### config.mk
export PLATFORM = sky130hd
export DESIGN_NAME = noise_gate_envelope_unit
export DESIGN_NICKNAME = d
export VERILOG_FILES = /design/src/rtl/nge_pkg.sv /design/src/rtl/noise_gate_envelope_unit.sv
export SDC_FILE = /design/constraint.sdc
export NUM_CORES = 2
export LEC_CHECK = 0
export BUFFER_PORTS_ARGS = -buffer_cell sky130_fd_sc_hd__buf_2
export CAP_MARGIN = 20
export CORE_UTILIZATION = 50
export DETAILED_ROUTE_END_ITERATION = 16
export PLACE_DENSITY = 0.66
export SLEW_MARGIN = 30
export SYNTH_ARGS = -nofsm -noshare
export SYNTH_HDL_FRONTEND = slang
export SYNTH_SLANG_ARGS = --single-unit
### constraint.sdc
create_clock -name aclk -period 9.19 [get_ports aclk]
set_clock_uncertainty 0.2 [all_clocks]
set_input_delay 1.838 -clock aclk [delete_from_list [all_inputs] [get_ports aclk]]
set_output_delay 1.838 -clock aclk [all_outputs]
set_load 0.005 [all_outputs]
### src/rtl/nge_pkg.sv
// Shared constants for the noise gate envelope unit.
`default_nettype none
package nge_pkg;

    // Default widths of the audio samples and the smoothing coefficients.
    localparam int SAMPLE_BITS_DEF = 24;
    localparam int COEF_BITS_DEF   = 16;

    // Configuration register indexes.
    localparam int CFG_IDX_W = 2;
    localparam logic [CFG_IDX_W-1:0] REG_GATE_THRESHOLD      = 2'd0;
    localparam logic [CFG_IDX_W-1:0] REG_ATTACK_COEFFICIENT  = 2'd1;
    localparam logic [CFG_IDX_W-1:0] REG_RELEASE_COEFFICIENT = 2'd2;

    // Reset values of the configuration registers before truncation to width.
    localparam longint THRESHOLD_RST = 83886;
    localparam longint ATTACK_RST    = 65535;
    localparam longint RELEASE_RST   = 65508;

endpackage : nge_pkg
`default_nettype wire

### src/rtl/noise_gate_envelope_unit.sv
// Noise gate with envelope follower and smoothed gain, one shared multiplier.
//
// Usage:
//   s_tvalid/s_tready/s_tdata carry one signed audio sample per item in
//   s_tdata[SAMPLE_BITS-1:0]; m_tvalid/m_tready/m_tdata return one gated
//   sample per item in the same layout. Upper pad bits of m_tdata are zero.
//   cfg_valid/cfg_ready/cfg_index/cfg_data write the gate threshold (0),
//   attack coefficient (1) and release coefficient (2); other indexes are
//   dropped. cfg_ready is always high; write only while no item is in work.
//   Each item goes through these steps from accept to the next accept:
//   take the sample, form the magnitude, then three multiply-and-add
//   passes (envelope, gain, output), each a multiply and an add step,
//   through the single signed multiplier and its adder. m_tvalid rises
//   on the return to idle. s_tready is high only while the sequencer
//   is idle. The output register lets the next item be taken while a result
//   waits; if the receiver still stalls when the following result is done,
//   the sequencer holds in its last step until m_tready frees the register.
//   Synchronous reset (aresetn low) clears the envelope to zero, sets the
//   gain to unity, loads the register defaults and drops any pending item.
`default_nettype none
module noise_gate_envelope_unit
    import nge_pkg::*;
#(
    parameter int SAMPLE_BITS = SAMPLE_BITS_DEF,
    parameter int COEF_BITS   = COEF_BITS_DEF
) (
    input  wire logic                   aclk,
    input  wire logic                   aresetn,
    // input stream
    input  wire logic                   s_tvalid,
    output logic                        s_tready,
    // [SAMPLE_BITS-1:0] sample_in
    input  wire logic [((SAMPLE_BITS + 7) / 8) * 8 - 1:0] s_tdata,
    // result stream
    output logic                        m_tvalid,
    input  wire logic                   m_tready,
    // [SAMPLE_BITS-1:0] sample_out
    output logic      [((SAMPLE_BITS + 7) / 8) * 8 - 1:0] m_tdata,
    // configuration writes
    input  wire logic                   cfg_valid,
    output logic                        cfg_ready,
    input  wire logic [CFG_IDX_W-1:0]   cfg_index,
    input  wire logic [((SAMPLE_BITS - 1 > COEF_BITS) ? SAMPLE_BITS - 1 : COEF_BITS) - 1:0]
                                        cfg_data
);

    localparam int DATA_W = ((SAMPLE_BITS + 7) / 8) * 8;
    localparam int MAG_W  = SAMPLE_BITS - 1;
    localparam int GAIN_W = COEF_BITS + 1;
    // Operand A holds envelope differences, gain differences or the sample.
    localparam int OPA_W  = (SAMPLE_BITS + 1 > COEF_BITS + 2) ?
                            SAMPLE_BITS + 1 : COEF_BITS + 2;
    localparam int OPB_W  = COEF_BITS + 2;
    localparam int PROD_W = OPA_W + OPB_W;

    localparam logic [MAG_W-1:0]     MAG_MAX = {MAG_W{1'b1}};
    localparam logic [GAIN_W-1:0]    UNITY   = {1'b1, {COEF_BITS{1'b0}}};
    localparam logic [MAG_W-1:0]     THR_RST = MAG_W'(THRESHOLD_RST);
    localparam logic [COEF_BITS-1:0] ATK_RST = COEF_BITS'(ATTACK_RST);
    localparam logic [COEF_BITS-1:0] REL_RST = COEF_BITS'(RELEASE_RST);

    typedef enum logic [2:0] {
        ST_IDLE,
        ST_MAG,
        ST_ENV_MUL,
        ST_ENV_ADD,
        ST_GAIN_MUL,
        ST_GAIN_ADD,
        ST_OUT_MUL,
        ST_OUT_ADD
    } state_t;

    state_t                     state_reg, state_next;
    logic                       m_tvalid_reg, m_tvalid_next;
    logic [SAMPLE_BITS-1:0]     m_data_reg, m_data_next;

    logic [MAG_W-1:0]           thr_reg, thr_next;
    logic [COEF_BITS-1:0]       atk_reg, atk_next;
    logic [COEF_BITS-1:0]       rel_reg, rel_next;

    logic [MAG_W-1:0]           env_reg, env_next;
    logic [GAIN_W-1:0]          gain_reg, gain_next;

    logic signed [SAMPLE_BITS-1:0] sample_reg, sample_next;
    logic signed [OPA_W-1:0]    op_a_reg, op_a_next;
    logic [COEF_BITS:0]         op_b_reg, op_b_next;
    logic signed [OPA_W-1:0]    base_reg, base_next;
    logic signed [PROD_W-1:0]   prod_reg, prod_next;

    // Datapath helpers
    logic [SAMPLE_BITS-1:0]     mag_full;
    logic [MAG_W-1:0]           mag;
    logic signed [PROD_W-1:0]   blend_sum;
    logic [MAG_W-1:0]           env_new;
    logic [GAIN_W-1:0]          gain_new;
    logic                       gate_open;
    logic [GAIN_W-1:0]          target;
    logic                       out_free;

    assign s_tready  = (state_reg == ST_IDLE);
    assign cfg_ready = 1'b1;
    assign m_tvalid  = m_tvalid_reg;
    assign m_tdata   = DATA_W'(m_data_reg);
    assign out_free  = !m_tvalid_reg || m_tready;

    // Magnitude, saturating the most negative sample.
    assign mag_full = sample_reg[SAMPLE_BITS-1] ? SAMPLE_BITS'(~sample_reg + 1'b1)
                                                : SAMPLE_BITS'(sample_reg);
    assign mag      = mag_full[SAMPLE_BITS-1] ? MAG_MAX : mag_full[MAG_W-1:0];

    // Shared multiply result: base + floor(product / 2^COEF_BITS).
    assign blend_sum = PROD_W'(base_reg) + (prod_reg >>> COEF_BITS);
    assign env_new   = blend_sum[MAG_W-1:0];
    assign gain_new  = blend_sum[GAIN_W-1:0];
    assign gate_open = (env_new > thr_reg);
    assign target    = gate_open ? UNITY : '0;

    always_comb begin
        state_next    = state_reg;
        m_tvalid_next = m_tvalid_reg;
        m_data_next   = m_data_reg;
        thr_next      = thr_reg;
        atk_next      = atk_reg;
        rel_next      = rel_reg;
        env_next      = env_reg;
        gain_next     = gain_reg;
        sample_next   = sample_reg;
        op_a_next     = op_a_reg;
        op_b_next     = op_b_reg;
        base_next     = base_reg;
        prod_next     = PROD_W'(op_a_reg) * PROD_W'($signed({1'b0, op_b_reg}));

        // Drop the result once the receiver takes it.
        if (m_tvalid_reg && m_tready) begin
            m_tvalid_next = 1'b0;
        end

        if (cfg_valid) begin
            unique case (cfg_index)
                REG_GATE_THRESHOLD:      thr_next = cfg_data[MAG_W-1:0];
                REG_ATTACK_COEFFICIENT:  atk_next = cfg_data[COEF_BITS-1:0];
                REG_RELEASE_COEFFICIENT: rel_next = cfg_data[COEF_BITS-1:0];
                default: ;
            endcase
        end

        unique case (state_reg)
            ST_IDLE: begin
                if (s_tvalid) begin
                    sample_next = s_tdata[SAMPLE_BITS-1:0];
                    state_next  = ST_MAG;
                end
            end
            ST_MAG: begin
                // Envelope blend: mag + floor(c * (env - mag) / 2^COEF_BITS).
                op_a_next  = OPA_W'($signed({2'b00, env_reg} - {2'b00, mag}));
                op_b_next  = (mag > env_reg) ? {1'b0, atk_reg} : {1'b0, rel_reg};
                base_next  = OPA_W'($signed({1'b0, mag}));
                state_next = ST_ENV_MUL;
            end
            ST_ENV_MUL: begin
                state_next = ST_ENV_ADD;
            end
            ST_ENV_ADD: begin
                env_next   = env_new;
                // Gain blend toward the gate target, attack only when rising.
                op_a_next  = $signed(OPA_W'(gain_reg)) - $signed(OPA_W'(target));
                op_b_next  = (gate_open && (gain_reg != UNITY)) ? {1'b0, atk_reg}
                                                                : {1'b0, rel_reg};
                base_next  = $signed(OPA_W'(target));
                state_next = ST_GAIN_MUL;
            end
            ST_GAIN_MUL: begin
                state_next = ST_GAIN_ADD;
            end
            ST_GAIN_ADD: begin
                gain_next  = gain_new;
                op_a_next  = OPA_W'(sample_reg);
                op_b_next  = gain_new;
                base_next  = '0;
                state_next = ST_OUT_MUL;
            end
            ST_OUT_MUL: begin
                state_next = ST_OUT_ADD;
            end
            ST_OUT_ADD: begin
                // Hold until the output register is free.
                if (out_free) begin
                    m_data_next   = blend_sum[SAMPLE_BITS-1:0];
                    m_tvalid_next = 1'b1;
                    state_next    = ST_IDLE;
                end
            end
            default: state_next = ST_IDLE;
        endcase
    end

    always_ff @(posedge aclk) begin
        sample_reg <= sample_next;
        op_a_reg   <= op_a_next;
        op_b_reg   <= op_b_next;
        base_reg   <= base_next;
        prod_reg   <= prod_next;
        m_data_reg <= m_data_next;
        if (!aresetn) begin
            state_reg    <= ST_IDLE;
            m_tvalid_reg <= 1'b0;
            thr_reg      <= THR_RST;
            atk_reg      <= ATK_RST;
            rel_reg      <= REL_RST;
            env_reg      <= '0;
            gain_reg     <= UNITY;
        end else begin
            state_reg    <= state_next;
            m_tvalid_reg <= m_tvalid_next;
            thr_reg      <= thr_next;
            atk_reg      <= atk_next;
            rel_reg      <= rel_next;
            env_reg      <= env_next;
            gain_reg     <= gain_next;
        end
    end

endmodule : noise_gate_envelope_unit
`default_nettype wire

==> results.txt <==
- The count of endpoints failing hold in the final timing report came to 0.
* Initial antenna violation count: 1
- Slew at the pin with the worst max-slew slack: 1090 ps
- After clock tree synthesis, the flow added hold-fix buffers numbering 0.
- Clock slew at the register clock pins of the worst setup and hold paths: 60 ps
- Synth area leaders: fa_1 (30%), edfxtp_1 (13%), dfxtp_1 (9.6%)
* Count of filler cells inserted in the layout: approximately 4,500
- The die covers 0.0524 sq mm.
- Global routing used 45.0% of the available met2 tracks.
- Final setup slack of the worst path: 1440 ps
* Terminating pin of the worst hold path: thr_reg[21]
- Resized cells post-CTS: 0
- Prior to clock tree synthesis, the placed netlist has a worst setup slack of ~1600 ps.
- Met1 Usage GRT: 35.5%
- Final number of setup-violating endpoints: 0
- In this run the clock root is driven by a clkbuf_16.
- Wire length of the first global-routing pass: 110 mm
* H-tree Lvls: 1
- Arrival @ worst endpoint: 8030 ps
- Cell area after synthesis: 0.0257 sq mm
- In this run the critical register-to-register path is launched from op_b_reg[3].
* Fraction of the cycle the final worst path needs: 84.3%
- Flip-flop and latch count after synthesis: ~240
- Number of clock buffers inserted by TritonCTS: 26
* Post-CTS setup repair buffer count: 0
- From left edge to right edge, the die measures 229 um.
- Post-synthesis cell type count: 75
- In the synthesized netlist the dominant register cell turns out to be dfxtp_1.
- In the routed layout, each cell is associated on average with a via count of 5.54.
- The total count of max-transition violations in the final report is 0.
- Summed over all nets, the half-perimeter wirelength after detailed placement is 52.8 mm.
- Cell depth of the worst hold path: 2
- Most common cell after layout, fill and taps aside: inv_1
* Worst reg2reg path endpoint: prod_reg[39]
* Number of port buffers: 79
- At the end of the flow, the number of nets in the layout was 3,425.
- The synthesized design contains 112 enable-type register cells.
* Achievable clock frequency: approximately 0.13 GHz
* Placed instance area: approximately 0.027 sq mm
* Maximum number of pins on one net before global-route repair: 74
* Clock Tree Buf Depth: 3
- Detailed-route via count: a little under 20,000
- With fillers left out, the area of the finished cells amounts to between 0.02 and 0.03 sq mm.
- Of all cell types, the one taking the most synthesized area is fa_1.
- Worst reg-to-reg setup slack: 1440 ps
- Max-cap violations in this run came to 0.
- Clock sink total: 235
- Start-to-end type of the worst setup path: reg2reg
* Drt first pass iters: 7
* Worst reg2reg path depth: 20
* Clock latency reported for the late side of the worst-skew pair: 560 ps
* Layout overhead on the synthesized area: 8.09%
* Die boundary height: 229 um
* Final global-route overflow total: 0
* Worst path required time: between 9000 and 10,000 ps
- Total DRC errors in the routed layout: 0
- Max-Slew Margin vs Limit: 27.2%
* Via count of the first global-routing pass: ~20,000
- In the final layout, the share of cells above drive strength 1 is between 6 and 7%.
- Nets in the synthesized netlist: around 3,400
- Rows: 82
* Post-detailed-routing wire length: 67.6 mm
- After synthesis, the largest area contributor takes up 30.3% of total cell area.
* Wire length per cell after detailed routing: 19.3 um
* Critical hold path startpoint: thr_reg[21]
- Classification of the worst-slack hold path: reg2reg
* Ports: 81
* Commonest cells after routing, fill and taps aside: inv_1 (518), nand2_1 (417), fa_1 (389)
* Gate count of the mapped netlist: 2,781
- The routed design could run at a clock period as short as 7750 ps.
- The detailed router finished its first iteration with 1,396 violations.
- Sequential fraction of the synthesis area: 22.6%
* CTS tree: done
- Number of inserted diodes: 0
- Global routing used 26.6% of the available tracks.
* Remaining antenna violation count: 0
* Setup repair after global routing missed its margin: no
- Endpoint class of the critical path: flop
- The initial utilization of the core area, before any placement, comes to 51.0%.
- STA classifies the critical path startpoint as a flop.
- Largest fanout of any net on the critical path: 24
- Summed over all failing endpoints, the final setup total negative slack is 0 ps.
* Synthesis warning total: 0
- Weighted congestion reported at the end of routability-driven placement: 0.887
* Asr flop ratio synth: 0%
* Most crowded layer after global routing: met2
- GR met3 Demand/Resource: 3.27%
- Core ar.: 0.0505 sq mm
* Synthesized area divided by synthesized cell count: between 9 and 10 sq um
* Result of the run: finished clean
[kinds of logic after synthesis]
family / Yosys count / share of synthesized area, %
compound gates: 364 / 9.63
mux: 3 / 0.117
other cells: 1 / 0.0146
buf+inv: 631 / 9.24
xor+xnor: 91 / 3.10
flops: 235 / 22.6
simple gates: 897 / 16.7
fa+ha+maj: 559 / 38.5
[cell type report]
cell class	count	area (sq um)	area share, %
clock inverter	20	279	1.00
tap	672	841	3.02
inverter	518	1940	6.99
multi-input combinational	1915	17600	63.1
timing repair buffer	116	708	2.55
clock buffer	28	668	2.40
sequential	235	5830	20.9
[stage by stage]
stage / cells / utilization, % / hold WS (ps)
global placement: 3447 / 53.0 / 255
CTS: 3502 / 55.1 / 269
detailed placement: 3454 / 53.2 / 260
floorplan: 2781 / - / 241
global route: 3504 / 55.1 / 293
finish: 3504 / 55.1 / 264
[synth_stat cells (4+ instances only)]
master	number
a31oi_1	9
a22oi_1	17
nor2_1	90
or3_1	10
buf_1	4
a31o_2	4
nand3_1	48
and2_1	212
xor2_1	28
nor2b_1	22
fa_1	389
or2_2	8
a21oi_1	77
ha_1	170
nand4_1	14
or4_1	4
clkbuf_1	105
nor3_1	20
nand2b_1	13
a211oi_1	10
o41ai_1	4
o31ai_1	13
nand3b_1	4
a21o_1	16
edfxtp_1	112
a221o_1	15
o211a_1	6
nor4_1	9
nand2_1	417
o21ai_0	74
inv_1	518
o21a_1	17
a21boi_0	37
xnor2_1	63
dfxtp_1	123
o21bai_1	5
and3_1	9
o211ai_1	24
[worst max-delay path, stage by stage (launching register included)]
cell	delay [ps]
edfxtp_1	800
and2_1	380
fa_1	530
inv_1	60
fa_1	560
fa_1	440
fa_1	540
inv_1	50
fa_1	480
inv_1	50
fa_1	470
inv_1	40
ha_1	280
nand4_1	120
nor2_1	70
a211oi_1	900
o211ai_1	340
a2111oi_0	780
o31ai_1	210
a21oi_1	210
xnor2_1	130
[how the worst max path moves through the flow]
stage	cells past startpoint	start	end	slack, ps
after detailed placement	20	op_b_reg[3]	prod_reg[39]	1620
after global routing	20	op_b_reg[3]	prod_reg[39]	1230
after floorplan	21	op_a_reg[23]	prod_reg[39]	3060
after global placement	20	op_b_reg[3]	prod_reg[39]	1580
after CTS	20	op_b_reg[3]	prod_reg[39]	1600
final	20	op_b_reg[3]	prod_reg[39]	1440
[layer usage]
metal | vias to the layer above | share of wire, % | wire length, um
li1 | 8848 | - | -
met1 | 9750 | 42 | 28300
met2 | 674 | 48 | 32700
met3 | 135 | 6.4 | 4350
met4 | 2 | 3.3 | 2210
met5 | - | 0.021 | 14
Power is not shown: default switching activity piles up to over one toggle a cycle in this logic, so the estimate is an artifact.
